`src/rpn_pkg.sv`:
```
// Package for the rpn calculator: character codes, status codes, operation codes, command and status structs.
// No dependencies.
`default_nettype none
package rpn_pkg;
	localparam logic [7:0] CH_ZERO  = 8'h30;
	localparam logic [7:0] CH_NINE  = 8'h39;
	localparam logic [7:0] CH_PLUS  = 8'h2B;
	localparam logic [7:0] CH_MINUS = 8'h2D;
	localparam logic [7:0] CH_MUL   = 8'h2A;
	localparam logic [7:0] CH_DIV   = 8'h2F;
	localparam logic [7:0] CH_EQ    = 8'h3D;
	localparam logic [7:0] CH_NL    = 8'h0A;

	localparam logic [1:0] ST_OK    = 2'd0;
	localparam logic [1:0] ST_UNDER = 2'd1;
	localparam logic [1:0] ST_OVER  = 2'd2;
	localparam logic [1:0] ST_DIVZ  = 2'd3;

	localparam logic [1:0] OP_ADD = 2'd0;
	localparam logic [1:0] OP_SUB = 2'd1;
	localparam logic [1:0] OP_MUL = 2'd2;
	localparam logic [1:0] OP_DIV = 2'd3;

	// controller -> datapath commands
	typedef struct packed {
		logic       rd_top;   // latch next entry (read last cycle) into left register
		logic       rd_next;  // latch top entry into right register, read next entry
		logic       push_dig; // write digit at count
		logic       start_op; // launch arithmetic
		logic       wr_res;   // write result at count-2
		logic [1:0] op;
	} rpn_cmd_t;

	// datapath -> controller status
	typedef struct packed {
		logic op_done;
		logic divz;
	} rpn_stat_t;
endpackage
`default_nettype wire

```
`src/rpn_datapath.sv`:
```
// Datapath of the rpn calculator: operand stack memory, operand registers,
// adder, registered multiplier and a radix-2 restoring divider. Uses rpn_pkg.
`default_nettype none
module rpn_datapath import rpn_pkg::*; #(
	parameter int STACK_DEPTH = 16,
	parameter int FRAC_BITS = 16,
	parameter int AW = 4
) (
	input  wire logic          clk,
	input  wire logic          arst_n,
	input  wire rpn_cmd_t      cmd,
	input  wire logic [AW-1:0] top_idx,
	input  wire logic [AW-1:0] nxt_idx,
	input  wire logic [AW-1:0] push_idx,
	input  wire logic [3:0]    digit,
	output rpn_stat_t          stat,
	output logic [31:0]        rd_data
);
	localparam int DW = 32 + FRAC_BITS;      // dividend width
	localparam int CW = $clog2(DW + 1);

	logic [31:0] mem [STACK_DEPTH];
	logic signed [31:0] left_q, right_q, res_q;
	logic [1:0] op_q;
	logic [2:0] phase_q;
	logic busy_q, done_q, divz_q;
	logic signed [63:0] prod_q;
	logic [DW-1:0] quo_q;
	logic [32:0] rem_q;
	logic [31:0] dvs_q;
	logic neg_q;
	logic [CW-1:0] cnt_q;

	function automatic logic signed [31:0] sat(input logic signed [64:0] x);
		if (x > 65'sd2147483647) return 32'sh7FFFFFFF;
		if (x < -65'sd2147483648) return 32'sh80000000;
		return x[31:0];
	endfunction

	// stack read and write ports
	always_ff @(posedge clk) begin
		if (cmd.push_dig)
			mem[push_idx] <= 32'(({28'd0, digit}) << FRAC_BITS);
		else if (done_q && cmd.wr_res)
			mem[nxt_idx] <= res_q;
		if (cmd.rd_next) rd_data <= mem[nxt_idx];
		else rd_data <= mem[top_idx];
	end

	// arithmetic sequencing
	logic signed [64:0] sum;
	logic signed [64:0] rnd;
	logic [32:0] trial;
	always_comb begin
		sum = (op_q == OP_ADD) ? 65'(left_q) + 65'(right_q) : 65'(left_q) - 65'(right_q);
		rnd = 65'(prod_q) + ((FRAC_BITS > 0) ? (65'sd1 <<< (FRAC_BITS - 1)) : 65'sd0);
		rnd = rnd >>> FRAC_BITS;
		trial = {rem_q[31:0], quo_q[DW-1]} - {1'b0, dvs_q};
	end

	logic [DW-1:0] qmag;
	logic signed [64:0] qs;
	always_comb begin
		qmag = quo_q;
		qs = neg_q ? -$signed(65'(qmag)) : $signed(65'(qmag));
	end

	// last busy cycle of the running operation
	logic fin;
	always_comb begin
		fin = 1'b0;
		if (busy_q && !cmd.start_op) begin
			case (op_q)
				OP_ADD, OP_SUB: fin = 1'b1;
				OP_MUL: fin = (phase_q == 3'd1);
				default: fin = (phase_q != 3'd0) && (cnt_q == '0 || divz_q);
			endcase
		end
	end

	always_ff @(posedge clk or negedge arst_n) begin
		if (!arst_n) begin
			busy_q <= 1'b0;
			done_q <= 1'b0;
			phase_q <= '0;
		end else begin
			done_q <= fin;
			if (cmd.start_op) begin
				busy_q <= 1'b1;
				phase_q <= 3'd0;
			end else if (busy_q) begin
				if (fin) busy_q <= 1'b0;
				else if (op_q == OP_MUL || phase_q == 3'd0) phase_q <= phase_q + 3'd1;
			end
		end
	end

	// payload registers
	always_ff @(posedge clk) begin
		if (cmd.rd_next) right_q <= rd_data;
		if (cmd.rd_top) left_q <= rd_data;
		if (cmd.start_op) op_q <= cmd.op;
		if (busy_q) begin
			case (op_q)
				OP_ADD, OP_SUB: res_q <= sat(sum);
				OP_MUL: begin
					if (phase_q == 3'd0) prod_q <= left_q * right_q;
					else res_q <= sat(rnd);
				end
				default: begin
					if (phase_q == 3'd0) begin
						divz_q <= (right_q == 0);
						neg_q <= left_q[31] ^ right_q[31];
						dvs_q <= right_q[31] ? 32'(-right_q) : right_q;
						quo_q <= DW'({left_q[31] ? 32'(-left_q) : left_q}) << FRAC_BITS;
						rem_q <= '0;
						cnt_q <= CW'(DW);
						res_q <= left_q[31] ? 32'sh80000000 : 32'sh7FFFFFFF;
					end else if (cnt_q != '0 && !divz_q) begin
						if (!trial[32]) rem_q <= trial;
						else rem_q <= {rem_q[31:0], quo_q[DW-1]};
						quo_q <= {quo_q[DW-2:0], ~trial[32]};
						cnt_q <= cnt_q - CW'(1);
					end else if (!divz_q) res_q <= sat(qs);
				end
			endcase
		end
	end

	assign stat.op_done = done_q;
	assign stat.divz = divz_q && op_q == OP_DIV;
endmodule
`default_nettype wire

```
`src/rpn_ctrl.sv`:
```
// Controller of the rpn calculator: decodes characters, tracks stack count,
// sequences datapath commands and holds the result register. Uses rpn_pkg.
`default_nettype none
module rpn_ctrl import rpn_pkg::*; #(
	parameter int STACK_DEPTH = 16,
	parameter int AW = 4,
	parameter int CNTW = 5
) (
	input  wire logic          clk,
	input  wire logic          arst_n,
	input  wire logic          in_valid,
	output logic               in_ready,
	input  wire logic [7:0]    char_in,
	output logic               out_valid,
	input  wire logic          out_ready,
	output logic [31:0]        value,
	output logic [1:0]         status,
	output rpn_cmd_t           cmd,
	output logic [AW-1:0]      top_idx,
	output logic [AW-1:0]      nxt_idx,
	output logic [AW-1:0]      push_idx,
	output logic [3:0]         digit,
	input  wire rpn_stat_t     stat,
	input  wire logic [31:0]   rd_data
);
	localparam logic [2:0] S_IDLE = 3'd0;
	localparam logic [2:0] S_RDT  = 3'd1;
	localparam logic [2:0] S_RDN  = 3'd2;
	localparam logic [2:0] S_LAT  = 3'd3;
	localparam logic [2:0] S_OP   = 3'd4;
	localparam logic [2:0] S_WR   = 3'd5;
	localparam logic [2:0] S_EQ   = 3'd6;

	logic [2:0] state_q;
	logic [CNTW-1:0] cnt_q;
	logic [1:0] op_q;

	assign top_idx  = AW'(cnt_q - CNTW'(1));
	assign nxt_idx  = AW'(cnt_q - CNTW'(2));
	assign push_idx = AW'(cnt_q);
	assign digit    = char_in[3:0];
	assign in_ready = (state_q == S_IDLE) && !out_valid;

	logic acc, is_dig, is_op;
	always_comb begin
		acc = in_valid && in_ready;
		is_dig = char_in >= CH_ZERO && char_in <= CH_NINE;
		is_op = char_in == CH_PLUS || char_in == CH_MINUS || char_in == CH_MUL ||
			char_in == CH_DIV;
	end

	// command decode
	always_comb begin
		cmd = '0;
		cmd.op = op_q;
		cmd.push_dig = acc && is_dig && cnt_q < CNTW'(STACK_DEPTH);
		cmd.rd_top = (state_q == S_RDN);
		cmd.rd_next = (state_q == S_RDT);
		cmd.start_op = (state_q == S_LAT);
		cmd.wr_res = (state_q == S_OP);
	end

	// sequence items
	always_ff @(posedge clk or negedge arst_n) begin
		if (!arst_n) begin
			state_q <= S_IDLE;
			cnt_q <= '0;
			out_valid <= 1'b0;
			value <= '0;
			status <= ST_OK;
			op_q <= OP_ADD;
		end else begin
			if (out_valid && out_ready) out_valid <= 1'b0;
			case (state_q)
				S_IDLE: if (acc) begin
					if (is_dig) begin
						if (cnt_q < CNTW'(STACK_DEPTH)) cnt_q <= cnt_q + CNTW'(1);
						else begin
							out_valid <= 1'b1; value <= '0; status <= ST_OVER;
						end
					end else if (char_in == CH_NL) cnt_q <= '0;
					else if (char_in == CH_EQ) begin
						if (cnt_q == '0) begin
							out_valid <= 1'b1; value <= '0; status <= ST_UNDER;
						end else state_q <= S_EQ;
					end else if (is_op) begin
						if (cnt_q < CNTW'(2)) begin
							out_valid <= 1'b1; value <= '0; status <= ST_UNDER;
						end else begin
							state_q <= S_RDT;
							case (char_in)
								CH_PLUS:  op_q <= OP_ADD;
								CH_MINUS: op_q <= OP_SUB;
								CH_MUL:   op_q <= OP_MUL;
								default:  op_q <= OP_DIV;
							endcase
						end
					end
				end
				S_EQ: begin
					out_valid <= 1'b1; value <= rd_data; status <= ST_OK;
					state_q <= S_IDLE;
				end
				S_RDT: state_q <= S_RDN;
				S_RDN: state_q <= S_LAT;
				S_LAT: state_q <= S_OP;
				S_OP: if (stat.op_done) begin
					cnt_q <= cnt_q - CNTW'(1);
					if (stat.divz) begin
						out_valid <= 1'b1; value <= '0; status <= ST_DIVZ;
					end
					state_q <= S_IDLE;
				end
				default: state_q <= S_IDLE;
			endcase
		end
	end
endmodule
`default_nettype wire

```
`src/rpn_digit_calculator_unit.sv`:
```
// Top level of the rpn calculator: controller plus datapath.
// Depends on rpn_pkg, rpn_ctrl, rpn_datapath.
//  channel | signals                     | direction
//  input   | in_valid in_ready char_in   | in
//  output  | out_valid out_ready value status | out
// Digit, newline and ignored characters are handled at acceptance; + - * / step through
// the read, latch and operate states, with / running in the serial divider.
// Underflow and overflow reports rise at the accepting edge, an '=' report in the cycle
// after it, a divide by zero report once the operation signals done in the operate state.
// A pending report blocks input until its transfer; no character is taken meanwhile.
// Reset clears the stack count and control state; stack contents are not cleared.
`default_nettype none
module rpn_digit_calculator_unit import rpn_pkg::*; #(
	parameter int STACK_DEPTH = 16,
	parameter int FRAC_BITS = 16
) (
	input  wire logic        clk,
	input  wire logic        arst_n,
	input  wire logic        in_valid,
	output logic             in_ready,
	input  wire logic [7:0]  char_in,
	output logic             out_valid,
	input  wire logic        out_ready,
	output logic signed [31:0] value,
	output logic [1:0]       status
);
	localparam int AW = $clog2(STACK_DEPTH);
	localparam int CNTW = $clog2(STACK_DEPTH + 1);

	rpn_cmd_t cmd;
	rpn_stat_t stat;
	logic [AW-1:0] top_idx, nxt_idx, push_idx;
	logic [3:0] digit;
	logic [31:0] rd_data, value_raw;

	assign value = value_raw;

	rpn_ctrl #(.STACK_DEPTH(STACK_DEPTH), .AW(AW), .CNTW(CNTW)) u_ctrl (
		.clk, .arst_n, .in_valid, .in_ready, .char_in, .out_valid, .out_ready,
		.value(value_raw), .status, .cmd, .top_idx, .nxt_idx, .push_idx, .digit,
		.stat, .rd_data
	);

	rpn_datapath #(.STACK_DEPTH(STACK_DEPTH), .FRAC_BITS(FRAC_BITS), .AW(AW)) u_dp (
		.clk, .arst_n, .cmd, .top_idx, .nxt_idx, .push_idx, .digit, .stat, .rd_data
	);
endmodule
`default_nettype wire

```
`config.mk`:
```
export PLATFORM = sky130hd
export DESIGN_NAME = rpn_digit_calculator_unit
export DESIGN_NICKNAME = d
export VERILOG_FILES = /design/src/rpn_pkg.sv /design/src/rpn_datapath.sv /design/src/rpn_ctrl.sv /design/src/rpn_digit_calculator_unit.sv
export SDC_FILE = /design/constraint.sdc
export NUM_CORES = 2
export LEC_CHECK = 0
export ABC_CLOCK_PERIOD_IN_PS = 20900
export BUFFER_PORTS_ARGS = -buffer_cell sky130_fd_sc_hd__buf_4
export CAP_MARGIN = 30
export CORE_MARGIN = 5
export CORE_UTILIZATION = 55
export CTS_BUF_LIST = sky130_fd_sc_hd__clkbuf_16
export DETAILED_ROUTE_END_ITERATION = 16
export PLACE_DENSITY = 0.71
export SYNTH_ARGS = -nofsm -noshare
export SYNTH_HDL_FRONTEND = slang
export SYNTH_SLANG_ARGS = --single-unit
```
`constraint.sdc`:
```
create_clock -name clk -period 20.9 [get_ports clk]
set_input_delay 5.225 -clock clk [delete_from_list [all_inputs] [get_ports clk]]
set_output_delay 5.225 -clock clk [all_outputs]
set_load 0.02 [all_outputs]
```
==> reports/summary.txt <==
Cell count of the worst reg-to-reg path - 30
I/O pins - 48
Post-route setup slack - 11.20 ns
Drt via density - 6.11
Area Overhead vs Synth - 7.04%
Seq/Total Area, Yosys - 31.7%
Crit Path Class - reg2reg
Final core utilization - 59.4%
Top post-synthesis cells by area - edfxtp_1 29%, fa_1 27%, mux4_2 9.0%
Post-synthesis average cell area - 11.6 µm²
Fin. max-slew vios - 0
Clock tree sinks - 861
GP Congestion - 0.981
RSZ-0062 raised after global routing - false
# nets final - 8127
Fraction of registers with async set/reset - 5.81%
Endpoints failing hold - 0
Reg2Reg Setup Slack - 11.20 ns
Slowest cell on crit path - edfxtp_1
Initial antenna violation count - 18
PortBufs - 47
CP most frequent cell - fa_1
First-pass GRT wire length - 347000 µm
Setup TNS - 0 ns
Clk buf depth - 3
GRT Total Usage - 30.1%
Crit. End Element - register
Comb pwr share - 0.3%
Psw - 715 µW
Post-DP Area - 82400 µm²
CP endpoint - u_dp.prod_q[62]
Share of cells above drive strength 1 - 10.8%
DRC violations left - 0
Die X - 391 µm
Clk pwr share - 46.4%
FF-to-FF End - u_dp.prod_q[62]
Hold Crit Class - reg2reg
FP Rows - 139
FMAX - 103 MHz
Hold WS - 0.455 ns
Synthesized flop and latch total - 861
Internal - 2750 µW
Initial detailed-routing violation count - 5537
Dominant cell by count in the synthesized netlist - inv_1
Worst slew pin tran - 1.09 ns
# H-tree levels - 3
Syn Inst Count - 6890
Finish-stage setup viols - 0
Mapped Nets - 8245
Sw Share - 20.6%
Max FO, Critical Path - 20
DRT Wirelength - 224000 µm
ANT nets after route - 0
Largest net degree at the start of global routing - 67
Crit path launch - u_dp.left_q[15]
Gr ovfl total - 0
Post-CTS resize count - 0
DRT Pass-1 Iters - 7
DR vias - 53500
Synth cell types - 88
Synth top area share - 29.3%
Worst endpoint required time - 21.33 ns
Core footprint - 144000 µm²
Clock-pin slew on the worst setup and hold paths - 0.06 ns
PwrDens - 40.6 nW/µm²
Synth area leader - edfxtp_1
Placement Setup Slack - 11.41 ns
DIE AREA - 153000 µm²
Crit path time final - 9.70 ns
Total CTS buffers - 89
Final Cycle Share - 46.4%
Clock Skew - 0.0351 ns
Largest stage delay, worst path - 1.08 ns
Synth Warn # - 0
Worst slew margin - 27.1%
CP arrival - 10.13 ns
Sequential share of power - 53.4%
Detailed Place HPWL - 156000 µm
Final Cell Area - 85400 µm²
Post-CTS Setup Bufs - 0
Status - complete, no violations
Vias in the first global route - 56900
Skew-Pair Late Insertion Delay - 0.68 ns
Root Driver - clkbuf_16
CP Launch Type - register
Synth cell count leaders - 1238 x inv_1, 1083 x fa_1, 779 x edfxtp_1
CTS tree - done
Post-Syn Area - 79800 µm²
Worst vdd ir - 0.0765 mV
Die height - 391 µm
Reg-to-reg startpoint - u_dp.left_q[15]
Initial Util - 55.5%
Number of flops mapped to enable cells by yosys - 779
Mean routed wirelength per cell - 25.6 µm
CTS Hold Bufs - 0
Leak - 0.0383 µW
Primary FF master, synth - edfxtp_1
Max Cap Viol - 0
-- worst max-delay path: cells and delay by family, from the launching register on --
kind | cells | cell delay (ns)
AND/OR/NAND/NOR | 2 | 0.20
XOR/XNOR | 1 | 0.13
adder cells (fa/ha/maj) | 9 | 4.46
flip-flops | 1 | 1.08
buffers and inverters | 9 | 1.01
AO/OA/AOI/OAI | 9 | 2.58
-- power groups by stage --
stage / registers [µW] / clock network (µW) / logic [µW]
finish: 1850 / 1610 / 8.95
global route: 1850 / 1700 / 9.77
CTS: 1850 / 1620 / 9.01
detailed placement: 1890 / 0 / 9.00
global placement: 1890 / 0 / 8.75
floorplan: 1890 / 0 / 2.47
-- kinds of logic (layout without fill, tap and decap cells) --
logic type      Yosys count  in the layout  share of synthesized area, %
xor+xnor                288            288                          3.16
fa+ha+maj              1343           1343                          31.3
simple gates           1785           1785                          11.3
mux                     386            386                          9.92
flops                   861            861                          31.7
other cells               0             13                             0
buf+inv                1637           1594                          7.74
compound gates          590            590                          4.96
-- state kept, by name, indices dropped and copies added (netlist names) --
| register | flops |
|---|---|
| u_dp.mem | 512 |
| u_dp.prod_q | 49 |
| u_dp.qmag | 48 |
| u_ctrl.value | 32 |
| u_dp.dvs_q | 32 |
| u_dp.left_q | 32 |
| u_dp.rd_data | 32 |
| u_dp.rem_q | 32 |
| u_dp.res_q | 32 |
| u_dp.right_q | 32 |
| u_dp.cnt_q | 6 |
| u_ctrl.cnt_q | 5 |
| u_ctrl.state_q | 3 |
| u_dp.phase_q | 3 |
| u_ctrl.op_q | 2 |
| u_ctrl.status | 2 |
| u_dp.op_q | 2 |
| u_ctrl.out_valid | 1 |
| u_dp.busy_q | 1 |
| u_dp.divz_q | 1 |
| u_dp.done_q | 1 |
| u_dp.neg_q | 1 |
-- placed cells by master, fill, tap and decap left out, drive strengths merged, types with 30 or more instances in the layout --
cell / n
mux2i: 30
buf: 187
and2: 518
clkinv: 37
nand3: 70
or3: 37
o21ai: 141
a22o: 35
ha: 260
nor2: 198
xor2: 92
nor3: 43
nand4: 32
mux2: 36
dfrtp: 50
nor2b: 31
inv: 1262
nand2: 697
and3: 48
edfxtp: 779
mux4: 320
clkbuf: 92
xnor2: 196
dfxtp: 32
o31ai: 32
a21o: 63
fa: 1083
a21oi: 105
-- how the worst min path moves through the flow --
stage,startpoint,end,depth (start not counted),slack [ns]
3_3_place_gp,u_ctrl.op_q[1],u_dp.op_q[1],0,0.45
2_1_floorplan,u_ctrl.op_q[0],u_dp.op_q[0],0,0.43
5_1_grt,u_ctrl.op_q[1],u_dp.op_q[1],0,0.47
3_5_place_dp,u_ctrl.op_q[1],u_dp.op_q[1],0,0.44
6_report,u_ctrl.op_q[1],u_dp.op_q[1],0,0.45
4_1_cts,u_ctrl.op_q[1],u_dp.op_q[1],0,0.46
-- metrics by stage --
stage	std cells	total power, µW
after floorplan	6890	1890
after global placement	8575	1900
after detailed placement	8582	1900
after CTS	8748	3490
after global routing	8756	3560
final	8763	3470
-- cell type report --
class | count | area, µm²
inverter | 1240 | 4650
timing repair buffer | 188 | 1520
clock buffer | 91 | 2280
antenna | 13 | 32.5
sequential | 861 | 25300
multi-input combinational | 4392 | 48600
clock inverter | 75 | 678
fill | 11400 | 58400
tap | 1903 | 2380
-- layer usage --
| metal | global-route usage, % | vias up | routed length [µm] |
|---|---|---|---|
| met5 | 0 | - | 6 |
| met4 | 14.3 | 2 | 13400 |
| met3 | 5.45 | 582 | 20800 |
| met2 | 48.2 | 2927 | 105000 |
| met1 | 40.5 | 27700 | 84700 |
| li1 | - | 22400 | - |
Note: power is estimated with default switching activity, not from simulation.
